--- src/design/ibl_pkg.sv ---
// ----------------------------------------------------------------------------
// ibl_pkg: shared types and constants of the input binding learner
// Mode and kind codes, config register indexes, controller state type and
// the command/status groups between the controller and the datapath.
// ----------------------------------------------------------------------------
package ibl_pkg;

	localparam int SLOTS_DEFAULT = 64;
	localparam int KEY_W         = 13;
	localparam int DIV_STEPS     = 64;
	localparam int DIV_CNT_W     = $clog2(DIV_STEPS);

	localparam logic [1:0] MODE_IDLE  = 2'd0;
	localparam logic [1:0] MODE_LEARN = 2'd1;
	localparam logic [1:0] MODE_RUN   = 2'd2;

	localparam logic [1:0] KIND_KEY  = 2'd1;
	localparam logic [1:0] KIND_AXIS = 2'd2;

	localparam logic REG_PRESS_THRESHOLD = 1'b0;
	localparam logic REG_ARM_REPEAT      = 1'b1;

	localparam logic [31:0] THRESHOLD_RESET = 32'h7FFF_FFFF;
	localparam logic [7:0]  ARM_RESET       = 8'd10;
	localparam logic [6:0]  PRESS_CNT_MAX   = 7'd127;
	localparam logic [6:0]  ARM_MIN         = 7'd2;

	typedef enum logic [2:0] {
		ST_IDLE,
		ST_DIV_GO,
		ST_DIV_WAIT,
		ST_SRCH_RD,
		ST_SRCH_CMP,
		ST_COMMIT
	} ctrl_state_t;

	typedef struct packed {
		logic capture;
		logic div_start;
		logic srch_rd;
		logic srch_cmp;
		logic commit;
	} cmd_t;

	typedef struct packed {
		logic is_axis;
		logic div_done;
		logic srch_active;
		logic srch_more;
		logic found;
		logic out_free;
	} status_t;

endpackage

--- src/design/input_binding_learner.sv ---
// ----------------------------------------------------------------------------
// input_binding_learner: learns input bindings and reports bound inputs
// Scales each key or axis event, arms learning on a repeated press, binds
// new presses to slots and reports slot and magnitude in run mode.
//
// Channel  | Direction | Handshake           | Payload
// ---------+-----------+---------------------+---------------------------------
// in       | into      | in_valid/in_stall   | event_kind, event_code,
//          |           |                     | raw_value, axis_min, axis_max
// out      | out of    | out_valid/out_stall | mode, binding_added, slot_hit,
//          |           |                     | slot_index, slot_value
// cfg      | into      | cfg_we              | cfg_index, cfg_data
//
// Sequence, one word at a time: accept, a setup state, the bit-serial
// divider for axis words only, a read and a compare per table entry
// searched (up to SLOTS), a last check that ends the search, and a commit.
// Reset clears mode, counters and trigger and sets config to its defaults;
// the table is not cleared. A stalled result holds in the output register
// while the next word is taken and waits in commit until the register frees.
// ----------------------------------------------------------------------------
module input_binding_learner #(
	parameter int SLOTS = ibl_pkg::SLOTS_DEFAULT
) (
	input  logic               clk,
	input  logic               arst_n,
	input  logic               cfg_we,
	input  logic               cfg_index,
	input  logic [31:0]        cfg_data,
	input  logic               in_valid,
	output logic               in_stall,
	input  logic [1:0]         event_kind,
	input  logic [9:0]         event_code,
	input  logic signed [31:0] raw_value,
	input  logic signed [31:0] axis_min,
	input  logic [30:0]        axis_max,
	output logic               out_valid,
	input  logic               out_stall,
	output logic [1:0]         mode,
	output logic               binding_added,
	output logic               slot_hit,
	output logic [5:0]         slot_index,
	output logic [31:0]        slot_value
);
	import ibl_pkg::*;

	cmd_t    cmd;
	status_t status;

	// sequence each word through the datapath
	ibl_ctrl u_ctrl (
		.clk     (clk),
		.arst_n  (arst_n),
		.in_valid(in_valid),
		.in_stall(in_stall),
		.status  (status),
		.cmd     (cmd)
	);

	// hold config, scale, search the table, register the result
	ibl_dp #(
		.SLOTS(SLOTS)
	) u_dp (
		.clk          (clk),
		.arst_n       (arst_n),
		.cfg_we       (cfg_we),
		.cfg_index    (cfg_index),
		.cfg_data     (cfg_data),
		.event_kind   (event_kind),
		.event_code   (event_code),
		.raw_value    (raw_value),
		.axis_min     (axis_min),
		.axis_max     (axis_max),
		.cmd          (cmd),
		.status       (status),
		.out_stall    (out_stall),
		.out_valid    (out_valid),
		.mode         (mode),
		.binding_added(binding_added),
		.slot_hit     (slot_hit),
		.slot_index   (slot_index),
		.slot_value   (slot_value)
	);

endmodule

--- src/design/ibl_div.sv ---
// ----------------------------------------------------------------------------
// ibl_div: iterative scaler divider
// Computes (num * (2^32 - 1)) / den one quotient bit per cycle, restoring.
// ----------------------------------------------------------------------------
module ibl_div (
	input  logic        clk,
	input  logic        arst_n,
	input  logic        start,
	input  logic [31:0] num,
	input  logic [31:0] den,
	output logic        done,
	output logic [31:0] quot
);
	import ibl_pkg::*;

	logic                 busy_q;
	logic                 done_q;
	logic [DIV_CNT_W-1:0] step_q;
	logic [31:0]          rem_q;
	logic [63:0]          dq_q;
	logic [63:0]          dividend;
	logic [32:0]          trial;
	logic                 qbit;

	// num * (2^32 - 1) as a shift and a subtract
	assign dividend = {num, 32'd0} - {32'd0, num};
	assign trial    = {rem_q, dq_q[63]};
	assign qbit     = (trial >= {1'b0, den});

	always_ff @(posedge clk or negedge arst_n) begin
		if (!arst_n) begin
			busy_q <= 1'b0;
			done_q <= 1'b0;
			step_q <= '0;
		end else begin
			done_q <= 1'b0;
			if (start) begin
				busy_q <= 1'b1;
				step_q <= DIV_CNT_W'(DIV_STEPS - 1);
			end else if (busy_q) begin
				step_q <= step_q - 1'b1;
				if (step_q == '0) begin
					busy_q <= 1'b0;
					done_q <= 1'b1;
				end
			end
		end
	end

	always_ff @(posedge clk) begin
		if (start) begin
			rem_q <= '0;
			dq_q  <= dividend;
		end else if (busy_q) begin
			rem_q <= qbit ? 32'(trial - {1'b0, den}) : trial[31:0];
			dq_q  <= {dq_q[62:0], qbit};
		end
	end

	assign done = done_q;
	assign quot = dq_q[31:0];

endmodule

--- src/design/ibl_ctrl.sv ---
// ----------------------------------------------------------------------------
// ibl_ctrl: sequencing controller
// Steps one word through capture, scaling, table search and commit.
// ----------------------------------------------------------------------------
module ibl_ctrl (
	input  logic             clk,
	input  logic             arst_n,
	input  logic             in_valid,
	output logic             in_stall,
	input  ibl_pkg::status_t status,
	output ibl_pkg::cmd_t    cmd
);
	import ibl_pkg::*;

	ctrl_state_t state_q;
	ctrl_state_t state_n;

	always_ff @(posedge clk or negedge arst_n) begin
		if (!arst_n) begin
			state_q <= ST_IDLE;
		end else begin
			state_q <= state_n;
		end
	end

	always_comb begin
		state_n = state_q;
		unique case (state_q)
			ST_IDLE: begin
				if (in_valid) state_n = ST_DIV_GO;
			end
			ST_DIV_GO: begin
				state_n = status.is_axis ? ST_DIV_WAIT : ST_SRCH_RD;
			end
			ST_DIV_WAIT: begin
				if (status.div_done) state_n = ST_SRCH_RD;
			end
			ST_SRCH_RD: begin
				if (!status.srch_active || status.found || !status.srch_more)
					state_n = ST_COMMIT;
				else
					state_n = ST_SRCH_CMP;
			end
			ST_SRCH_CMP: begin
				state_n = ST_SRCH_RD;
			end
			ST_COMMIT: begin
				if (status.out_free) state_n = ST_IDLE;
			end
			default: state_n = ST_IDLE;
		endcase
	end

	always_comb begin
		cmd      = '0;
		in_stall = 1'b1;
		unique case (state_q)
			ST_IDLE: begin
				in_stall    = 1'b0;
				cmd.capture = in_valid;
			end
			ST_DIV_GO: begin
				cmd.div_start = status.is_axis;
			end
			ST_DIV_WAIT: begin
			end
			ST_SRCH_RD: begin
				cmd.srch_rd = status.srch_active && !status.found && status.srch_more;
			end
			ST_SRCH_CMP: begin
				cmd.srch_cmp = 1'b1;
			end
			ST_COMMIT: begin
				cmd.commit = status.out_free;
			end
			default: begin
			end
		endcase
	end

endmodule

--- src/design/ibl_dp.sv ---
// ----------------------------------------------------------------------------
// ibl_dp: learner datapath
// Config registers, word capture, scaling, binding table and result register.
// ----------------------------------------------------------------------------
module ibl_dp #(
	parameter int SLOTS = ibl_pkg::SLOTS_DEFAULT
) (
	input  logic               clk,
	input  logic               arst_n,
	input  logic               cfg_we,
	input  logic               cfg_index,
	input  logic [31:0]        cfg_data,
	input  logic [1:0]         event_kind,
	input  logic [9:0]         event_code,
	input  logic signed [31:0] raw_value,
	input  logic signed [31:0] axis_min,
	input  logic [30:0]        axis_max,
	input  ibl_pkg::cmd_t      cmd,
	output ibl_pkg::status_t   status,
	input  logic               out_stall,
	output logic               out_valid,
	output logic [1:0]         mode,
	output logic               binding_added,
	output logic               slot_hit,
	output logic [5:0]         slot_index,
	output logic [31:0]        slot_value
);
	import ibl_pkg::*;

	localparam int AW = (SLOTS > 1) ? $clog2(SLOTS) : 1;
	localparam int CW = ($clog2(SLOTS + 1) > 7) ? $clog2(SLOTS + 1) : 7;

	logic [31:0]      thr_q;
	logic [7:0]       arm_q;
	logic [1:0]       kind_q;
	logic [9:0]       code_q;
	logic [31:0]      raw_q;
	logic [31:0]      amin_q;
	logic [30:0]      amax_q;
	logic [1:0]       mode_q;
	logic [CW-1:0]    cnt_q;
	logic [KEY_W-1:0] trig_q;
	logic [KEY_W-1:0] table_mem [SLOTS];
	logic [KEY_W-1:0] rdata_q;
	logic [CW-1:0]    idx_q;
	logic             found_q;
	logic [AW-1:0]    found_idx_q;
	logic             out_valid_q;
	logic [1:0]       mode_out_q;
	logic             added_out_q;
	logic             hit_out_q;
	logic [5:0]       slot_out_q;
	logic [31:0]      value_out_q;

	logic             is_axis;
	logic             valid_kind;
	logic             neg;
	logic [31:0]      num;
	logic [31:0]      den;
	logic [31:0]      quot;
	logic             div_done;
	logic [31:0]      mag;
	logic [KEY_W-1:0] key;
	logic             pressed;
	logic             out_free;
	logic [6:0]       goal;
	logic [CW-1:0]    cnt_inc;
	logic             terminal;
	logic             wr_en;
	logic [1:0]       mode_n;
	logic [CW-1:0]    cnt_n;
	logic [KEY_W-1:0] trig_n;
	logic             added_n;
	logic             hit_n;
	logic [CW-1:0]    slot_n;
	logic [31:0]      sval_n;

	// configuration
	always_ff @(posedge clk or negedge arst_n) begin
		if (!arst_n) begin
			thr_q <= THRESHOLD_RESET;
			arm_q <= ARM_RESET;
		end else if (cfg_we) begin
			unique case (cfg_index)
				REG_PRESS_THRESHOLD: thr_q <= cfg_data;
				REG_ARM_REPEAT:      arm_q <= cfg_data[7:0];
				default: begin
				end
			endcase
		end
	end

	always_ff @(posedge clk) begin
		if (cmd.capture) begin
			kind_q <= event_kind;
			code_q <= event_code;
			raw_q  <= raw_value;
			amin_q <= axis_min;
			amax_q <= axis_max;
		end
	end

	// scaling
	assign is_axis    = (kind_q == KIND_AXIS);
	assign valid_kind = (kind_q == KIND_KEY) || is_axis;
	assign neg        = raw_q[31];
	assign num        = neg ? (32'd0 - raw_q) : raw_q;
	assign den        = neg ? (32'd0 - amin_q) : {1'b0, amax_q};

	ibl_div u_div (
		.clk   (clk),
		.arst_n(arst_n),
		.start (cmd.div_start),
		.num   (num),
		.den   (den),
		.done  (div_done),
		.quot  (quot)
	);

	always_comb begin
		if (!is_axis)
			mag = 32'd0 - raw_q;
		else if (den == 32'd0)
			mag = 32'd0;
		else
			mag = quot;
	end

	assign key     = {kind_q, code_q, !(is_axis && neg)};
	assign pressed = (mag >= thr_q);

	// table search, one entry per read/compare pair
	always_ff @(posedge clk) begin
		if (wr_en) table_mem[cnt_q[AW-1:0]] <= key;
		if (cmd.srch_rd) rdata_q <= table_mem[idx_q[AW-1:0]];
	end

	always_ff @(posedge clk or negedge arst_n) begin
		if (!arst_n) begin
			idx_q       <= '0;
			found_q     <= 1'b0;
			found_idx_q <= '0;
		end else if (cmd.capture) begin
			idx_q   <= '0;
			found_q <= 1'b0;
		end else if (cmd.srch_cmp) begin
			idx_q <= idx_q + 1'b1;
			if (rdata_q == key) begin
				found_q     <= 1'b1;
				found_idx_q <= idx_q[AW-1:0];
			end
		end
	end

	// mode update
	always_comb begin
		if (arm_q > 8'(PRESS_CNT_MAX))
			goal = PRESS_CNT_MAX;
		else if (arm_q < 8'(ARM_MIN))
			goal = ARM_MIN;
		else
			goal = arm_q[6:0];
	end

	assign cnt_inc  = (cnt_q < CW'(PRESS_CNT_MAX)) ? cnt_q + 1'b1 : cnt_q;
	assign terminal = (key == trig_q);

	always_comb begin
		mode_n  = mode_q;
		cnt_n   = cnt_q;
		trig_n  = trig_q;
		added_n = 1'b0;
		hit_n   = 1'b0;
		slot_n  = '0;
		sval_n  = '0;
		wr_en   = 1'b0;
		if (valid_kind) begin
			if (mode_q != MODE_RUN && pressed) begin
				if (mode_q == MODE_IDLE) begin
					if (terminal) begin
						if (cnt_inc >= CW'(goal)) begin
							mode_n = MODE_LEARN;
							cnt_n  = '0;
						end else begin
							cnt_n = cnt_inc;
						end
					end else begin
						trig_n = key;
						cnt_n  = CW'(1);
					end
				end else if (!(found_q || (cnt_q == '0 && terminal))
						&& cnt_q < CW'(SLOTS)) begin
					wr_en   = cmd.commit;
					slot_n  = cnt_q;
					added_n = 1'b1;
					cnt_n   = cnt_q + 1'b1;
					if (terminal || (cnt_q + 1'b1) >= CW'(SLOTS)) mode_n = MODE_RUN;
				end
			end else if (mode_q == MODE_RUN && found_q) begin
				hit_n  = 1'b1;
				slot_n = CW'(found_idx_q);
				sval_n = mag;
			end
		end
	end

	always_ff @(posedge clk or negedge arst_n) begin
		if (!arst_n) begin
			mode_q <= MODE_IDLE;
			cnt_q  <= '0;
			trig_q <= '0;
		end else if (cmd.commit) begin
			mode_q <= mode_n;
			cnt_q  <= cnt_n;
			trig_q <= trig_n;
		end
	end

	// result register
	assign out_free = !out_valid_q || !out_stall;

	always_ff @(posedge clk or negedge arst_n) begin
		if (!arst_n) begin
			out_valid_q <= 1'b0;
		end else if (cmd.commit) begin
			out_valid_q <= 1'b1;
		end else if (!out_stall) begin
			out_valid_q <= 1'b0;
		end
	end

	always_ff @(posedge clk) begin
		if (cmd.commit) begin
			mode_out_q  <= mode_n;
			added_out_q <= added_n;
			hit_out_q   <= hit_n;
			slot_out_q  <= slot_n[5:0];
			value_out_q <= sval_n;
		end
	end

	assign out_valid     = out_valid_q;
	assign mode          = mode_out_q;
	assign binding_added = added_out_q;
	assign slot_hit      = hit_out_q;
	assign slot_index    = slot_out_q;
	assign slot_value    = value_out_q;

	assign status.is_axis     = is_axis;
	assign status.div_done    = div_done;
	assign status.srch_active = valid_kind && (mode_q != MODE_IDLE);
	assign status.srch_more   = (idx_q < cnt_q);
	assign status.found       = found_q;
	assign status.out_free    = out_free;

	a_cnt_bound: assert property (@(posedge clk) disable iff (!arst_n)
		(mode_q != MODE_IDLE) |-> (cnt_q <= CW'(SLOTS)))
		else $error("binding count beyond table size");

	a_commit_room: assert property (@(posedge clk) disable iff (!arst_n)
		cmd.commit |-> out_free)
		else $error("commit while result register is held");

	a_cmp_after_rd: assert property (@(posedge clk) disable iff (!arst_n)
		cmd.srch_cmp |-> $past(cmd.srch_rd))
		else $error("compare without a preceding table read");

endmodule

--- config.mk ---
export PLATFORM = sky130hd
export DESIGN_NAME = input_binding_learner
export DESIGN_NICKNAME = d
export VERILOG_FILES = /design/src/design/ibl_pkg.sv /design/src/design/input_binding_learner.sv /design/src/design/ibl_div.sv /design/src/design/ibl_ctrl.sv /design/src/design/ibl_dp.sv
export SDC_FILE = /design/constraint.sdc
export NUM_CORES = 2
export LEC_CHECK = 0
export BUFFER_PORTS_ARGS = -buffer_cell sky130_fd_sc_hd__buf_2
export CORE_MARGIN = 3
export CORE_UTILIZATION = 60
export DETAILED_ROUTE_END_ITERATION = 8
export GPL_ROUTABILITY_DRIVEN = 1
export PLACE_DENSITY = 0.78
export SYNTH_ARGS = -nofsm -noshare
export SYNTH_HDL_FRONTEND = slang
export SYNTH_SLANG_ARGS = --single-unit
--- constraint.sdc ---
create_clock -name clk -period 8 [get_ports clk]
set_input_delay 1.6 -clock clk [delete_from_list [all_inputs] [get_ports clk]]
set_output_delay 1.6 -clock clk [all_outputs]
set_load 0.005 [all_outputs]
**After elaboration in Yosys (flattened, before gate mapping)**

Memories as Yosys holds them, arrays and structs flattened. A register that Yosys moved wholly into a read port is not among the register bits.
Index checks and enable logic that the tools add are counted.

- Bits in registers: 333
- Bits in writable memories: 832
- Output and inout port bits: 44
- Word-level logic and storage cells: 164
- Memories kept: 1

Memory list:

| name | words | width | read ports | clocked after Yosys merged registers in | write ports | RTL line | source |
|---|---|---|---|---|---|---|---|
| u_dp.table_mem | 64 | 13 | 1 | 1 | 1 | ibl_dp.sv:43 | `logic [KEY_W-1:0] table_mem [SLOTS];` |

- Add/sub/neg operators: 7
- Order comparisons: 9
- Equality and inequality tests: 15
- Muxes and demuxes: 60
- Bitwise operators: 6
- Reductions and logical operators: 41

Operators by type and width:

| kind | number |
|---|---|
| 32-bit 2-to-1 mux | 5 |
| 64-bit 2-to-1 mux | 2 |
| 1-bit by 32-bit subtractor with 32-bit output, first input constant | 2 |
| 64-bit by 32-bit subtractor with 64-bit output | 1 |
| 7-bit 2-to-1 mux | 9 |
| 6-bit 2-to-1 mux | 6 |
| 33-bit by 32-bit >= comparator with 1-bit output | 1 |
| 32-bit >= comparator | 1 |
| 32-bit zero test | 1 |
| 32-bit subtractor | 1 |
| 1-bit 2-to-1 mux | 27 |
| 13-bit == test | 2 |
| 3-bit one-hot mux with 6 select lines | 1 |
| 7-bit by 1-bit adder with 7-bit output, second input constant | 2 |
| 7-bit < comparator, second input constant | 2 |
| 2-bit 2-to-1 mux | 7 |
| 2-bit nonzero test | 5 |
| 3-bit 2-to-1 mux | 3 |
| 8-bit by 7-bit greater-than comparator with 1-bit output, second input constant | 1 |
| 1-bit logical AND | 8 |
| 8-bit by 2-bit < comparator with 1-bit output, second input constant | 1 |
| 7-bit >= comparator | 1 |
| 7-bit >= comparator, second input constant | 1 |
| 1-bit zero test | 7 |
| other kinds (21) | 41 |

**Longest topological paths before layout**

- Depth in word-level cells: 14
- Depth in mapped cells: 27
- Depth with buffers taken out: 23

**By module**

From an unflattened synthesis, not the netlist that was laid out.

- Cells, all modules: 3310
- Area, all modules: 52444.0 um^2

Modules (own cells, without submodules):

| module | times used | cells each | area each (um^2) | seq. area each (um^2) |
|---|---|---|---|---|
| ibl_dp | 1 | 2416 | 44566.5 | 31816.8 |
| ibl_div | 1 | 864 | 7616.1 | 2762.6 |
| ibl_ctrl | 1 | 30 | 261.5 | 75.1 |

**Least setup slack after synthesis**

No wires, ideal clock.

- Path kind: register to register
- From: reg u_dp.amin_q[3]
- To: mem u_dp.table_mem[31][0] (enable)
- Data arrival time: 6439 ps
- Path slack: 1144 ps
- Stages on the path, launching flop included: 24
- Buffers on the path: 4
- Clock period less this slack: 6856 ps
- Cells stage by stage: edfxtp_1 > or4_1 > or2_2 > clkbuf_1 > or4_1 > xor2_1 > mux2i_1 > nand2_1 > nor4_1 > nand4_1 > nor4_2 > buf_2 > nor2_1 > ha_1 > nand2_1 > or3_1 > o21ai_0 > a31oi_1 > nor2b_1 > a31o_2 > o2111ai_1 > clkbuf_1 > buf_1 > nor4_1

- Word-level cells in the longest chain between the ends: 11

RTL lines:

| element | RTL line | source |
|---|---|---|
| from (decl) | ibl_dp.sv:38 | `logic [31:0] amin_q;` |
| from (signal assigned) | ibl_dp.sv:98 | `amin_q <= axis_min;` |
| 1-bit by 32-bit subtractor with 32-bit output | ibl_dp.sv:108 | `assign den = neg ? (32'd0 - amin_q) : {1'b0, amax_q};` |
| 32-bit 2-to-1 mux | ibl_dp.sv:108 |  |
| 32-bit zero test | ibl_dp.sv:123 | `else if (den == 32'd0)` |
| 32-bit 2-to-1 mux | ibl_dp.sv:123 |  |
| 32-bit 2-to-1 mux | ibl_dp.sv:121 | `if (!is_axis)` |
| named net u_dp.mag[21] | ibl_dp.sv:62 | `logic [31:0] mag;` |
| 32-bit >= comparator | ibl_dp.sv:130 | `assign pressed = (mag >= thr_q);` |
| 1-bit logical AND | ibl_dp.sv:178 | `if (mode_q != MODE_RUN && pressed) begin` |
| 1-bit 2-to-1 mux | ibl_dp.sv:178 |  |
| 1-bit 2-to-1 mux | ibl_dp.sv:177 | `if (valid_kind) begin` |
| 1-bit 2-to-1 mux | ibl_dp.sv:134 | `if (wr_en) table_mem[cnt_q[AW-1:0]] <= key;` |
| 1-bit 2-to-1 mux (implied by the code) | ibl_dp.sv:134 |  |
| to (decl) | ibl_dp.sv:43 |  |

The timed path passes the listed nets, and every way through them passes these cells.

**Final worst setup path**

- From: reg u_dp.amin_q[3]
- To: mem u_dp.table_mem[45][3] (enable)

The elaborated chain is that of the path after synthesis.

==> metrics.md <==
| Metric | Value |
|---|---|
| Worst Path Required | `8.32 ns` |
| Number of enable flip-flop cells after synthesis | `roughly 1100` |
| Worst VDD drop | `between 200 and 300 uV` |
| Syn avg cell area | `~16 um2` |
| Largest net degree at the start of global routing | `108` |
| Total Wirelength | `about 140000 um` |
| Tot Pwr | `18.4 mW` |
| GRT Total Usage | `between 30% and 40%` |
| Die width | `299 um` |
| Final ANT Viol Nets | `0` |
| R2r worst-path depth | `23` |
| Top post-synthesis cells by count | `edfxtp_1, mux4_2, nor2_1` |
| Critical path launch point type | `register` |
| Top-count cell post-synth | `edfxtp_1` |
| Leakage | `between 15 and 20 nW` |
| Worst r2r src | `u_dp.amin_q[3]$_DFFE_PP_` |
| Die footprint | `roughly 90000 um2` |
| Max-slew violation count | `0` |
| Remaining Overflow, GRT | `0` |
| Hold-fix buffers, CTS | `0` |
| WS Path Type | `register to register` |
| DP Wirelength | `89800 um` |
| Max_cap viols | `0` |
| Power density over cell area | `316 nW/um2` |
| Reg-to-Reg End | `u_dp.table_mem[45][3]$_DFFE_PP_` |
| Vias after detailed routing | `between 30000 and 40000` |
| Worst Tran Pin Value | `between 1 and 1.5 ns` |
| Synth Instances | `3249` |
| Sequential area share after synthesis | `approximately 67%` |
| Hold Path Origin | `u_dp.u_div.rem_q[16]$_SDFFE_PP0P_` |
| Post-CTS setup buffer count | `0` |
| Fmax | `~130 MHz` |
| Pre-Repair DR Iteration Count | `6` |
| Core ar. | `approximately 84000 um2` |
| Synth cell types | `82` |
| Post-synth top area cell | `edfxtp_1` |
| Max-slew headroom | `under 10%` |
| Mapped Nets | `roughly 3500` |
| Post-route DRC | `0` |
| Number of port buffers | `roughly 190` |
| End of the worst hold path | `u_dp.u_div.rem_q[16]$_SDFFE_PP0P_` |
| Starting Density | `between 60% and 70%` |
| Setup TNS | `0 ns` |
| Root Buffer | `clkbuf_16` |
| R2R Setup Slk | `just under 0.6 ns` |
| P&R area growth vs syn | `12.3%` |
| Final net count | `between 3000 and 4000` |
| Final Hold Viols | `0` |
| Number of global-route vias before repair | `30674` |
| Synthesized area | `between 50000 and 60000 um2` |
| Worst-skew pair later-pin latency | `around 0.7 ns` |
| RSZ-0062 raised after global routing | `no` |
| Crit path time final | `~7.4 ns` |
| Worst Skew | `0.0649 ns` |
| CTS tree | `built` |
| Clock sink total | `between 1000 and 1500` |
| Clk slew on worst S/H paths | `about 0.06 ns` |
| Cells taking the most area after synthesis | `edfxtp_1, mux4_2, dfrtp_1, ha_1, xnor2_1` |
| Critical Path AT | `7.73 ns` |
| Clock buffer depth | `3` |
| Tcrit/Tclk final | `92.6%` |
| First-pass GRT wire length | `approximately 210000 um` |
| Post_cts resized | `0` |
| Gpl congestion | `0.966` |
| Share of cells above drive strength 1 | `between 20% and 30%` |
| IO Pins | `~190` |
| Area share of the largest cell type after synthesis | `61.5%` |
| Ys Warns | `0` |
| Initial antenna violation count | `6` |
| CP max FO | `35` |
| Min-Delay Path Depth | `2` |
| Row cnt | `~110` |
| Die height | `around 300 um` |
| 1st-iter DRT viols | `4576` |
| Register bit total from synthesis | `about 1200` |
| Post-synth ARST share | `roughly 7.5%` |
| CTS H-tree depth | `3` |
| Top_reg_cell synth | `edfxtp_1` |
| Hold Crit Class | `register to register` |
| Status | `complete, no violations` |
| Routed vias/inst | `roughly 6.8` |
| Crit end category | `register` |
| Avg WL per Cell | `slightly above 30 um` |
| # setup viols final | `0` |
| Num CTS Buffers | `about 110` |
[metrics by stage]
step           utilization [%]  area (um2)  hold slack (ns)  instances  worst slack [ns]
5_1_grt                   68.7       58000            0.525       4691             0.213
3_5_place_dp              64.2       54300            0.493       4482             0.619
6_report                  68.7       58000            0.500       4693             0.589
4_1_cts                   68.6       58000            0.497       4688             0.561
3_3_place_gp              64.2       54300            0.477       4482             0.946
2_1_floorplan                -       51700            0.453       3249              1.14
[cell families (layout without fill, tap and decap cells)]
family / after synthesis / count (layout) / synth area share (%)
other: 0 / 5 / 0
DFF: 1178 / 1178 / 67.1
adders and majority gates: 87 / 87 / 2.12
AOI/OAI and AO/OA: 462 / 462 / 5.60
muxes: 345 / 345 / 13.4
buffers and inverters: 247 / 552 / 1.88
and+or+nand+nor: 754 / 754 / 6.94
xor gates and xnor gates: 176 / 176 / 3.01
[final cells by class]
cell class	count	area, um2
antenna	5	12.5
clock buffer	148	3000
clock inverter	58	696
fill	5306	26400
inverter	74	280
multi-input combinational	1824	16400
sequential	1178	34700
tap	1134	1420
timing repair buffer	272	1600
[metal layers]
metal / global-route usage, % / vias up / share of wire [%]
met1: 46.8 / 15821 / 38
li1: - / 13124 / -
met4: 11.3 / 4 / 3.7
met2: 47.6 / 2492 / 45
met5: 0 / - / 0.016
met3: 7.76 / 296 / 13
[worst max path at each step]
stage / endpoint / startpoint / cells after the start
final: u_dp.table_mem[45][3]$_DFFE_PP_ / u_dp.amin_q[3]$_DFFE_PP_ / 23
after global routing: u_dp.table_mem[45][5]$_DFFE_PP_ / u_dp.amin_q[8]$_DFFE_PP_ / 23
after CTS: u_dp.table_mem[30][6]$_DFFE_PP_ / u_dp.amin_q[3]$_DFFE_PP_ / 22
after detailed placement: u_dp.table_mem[29][0]$_DFFE_PP_ / u_dp.amin_q[3]$_DFFE_PP_ / 22
after global placement: u_dp.table_mem[27][2]$_DFFE_PP_ / u_dp.amin_q[3]$_DFFE_PP_ / 22
after floorplan: u_dp.table_mem[31][0]$_DFFE_PP_ / u_dp.amin_q[3]$_DFFE_PP_ / 23
[placed cells by master (no fill, tap or decap), drive strengths merged, types with 27 or more instances in the layout]
cell type,instances
nor2,228
buf,272
nand4,27
xor2,69
edfxtp,1058
dfstp,33
dfrtp,55
a21oi,131
clkbuf,148
nand2,200
a21o,37
nor4,32
xnor2,107
mux2i,39
clkinv,47
dfxtp,32
mux2,33
ha,86
inv,70
o21ai,145
mux4,273
nand3,54
nor3,86
[critical path, cell delays in order (launching register included)]
cell       delay (ns)
edfxtp_1         0.47
or4_1            0.64
or2_2            0.41
or4_1            0.44
xor2_1           0.16
mux2i_1          0.26
nand2_1          0.10
nor4_1           0.35
nand4_1          0.20
nor4_4           0.28
buf_4            0.38
nor2_1           0.10
ha_1             0.31
a21o_1           0.12
a21o_1           0.12
a21o_1           0.11
a21oi_1          0.06
nor2b_1          0.10
o211ai_1         0.09
a21oi_1          0.48
o2111ai_4        0.28
buf_12           0.29
buf_4            0.29
nor3_2           0.88
[flip-flops by register name (all words and copies together) (netlist names), 2 cells and up]
signal and cells:
u_dp.code_q 10, u_dp.trig_q 13, u_dp.slot_value 32, u_dp.rdata_q 13
u_dp.idx_q 7, u_dp.slot_index 6, u_dp.raw_q 32, u_dp.table_mem 832
u_dp.amax_q 31, u_dp.cnt_q 7, u_dp.kind_q 2, u_dp.mode_q 2
u_dp.u_div.rem_q 32, u_dp.u_div.dq_q 64, u_dp.found_idx_q 6, u_dp.amin_q 32
u_dp.mode 2, u_ctrl.state_q 3, u_dp.u_div.step_q 6, u_dp.thr_q 32
u_dp.arm_q 8
[power breakdown]
part / switching [mW] / internal, mW
clock network: 2.34 / 3.01
registers: 0.432 / 7.54
logic: 3.01 / 2.03
total: 5.78 / 12.6
(Power assumes the default switching activity.)
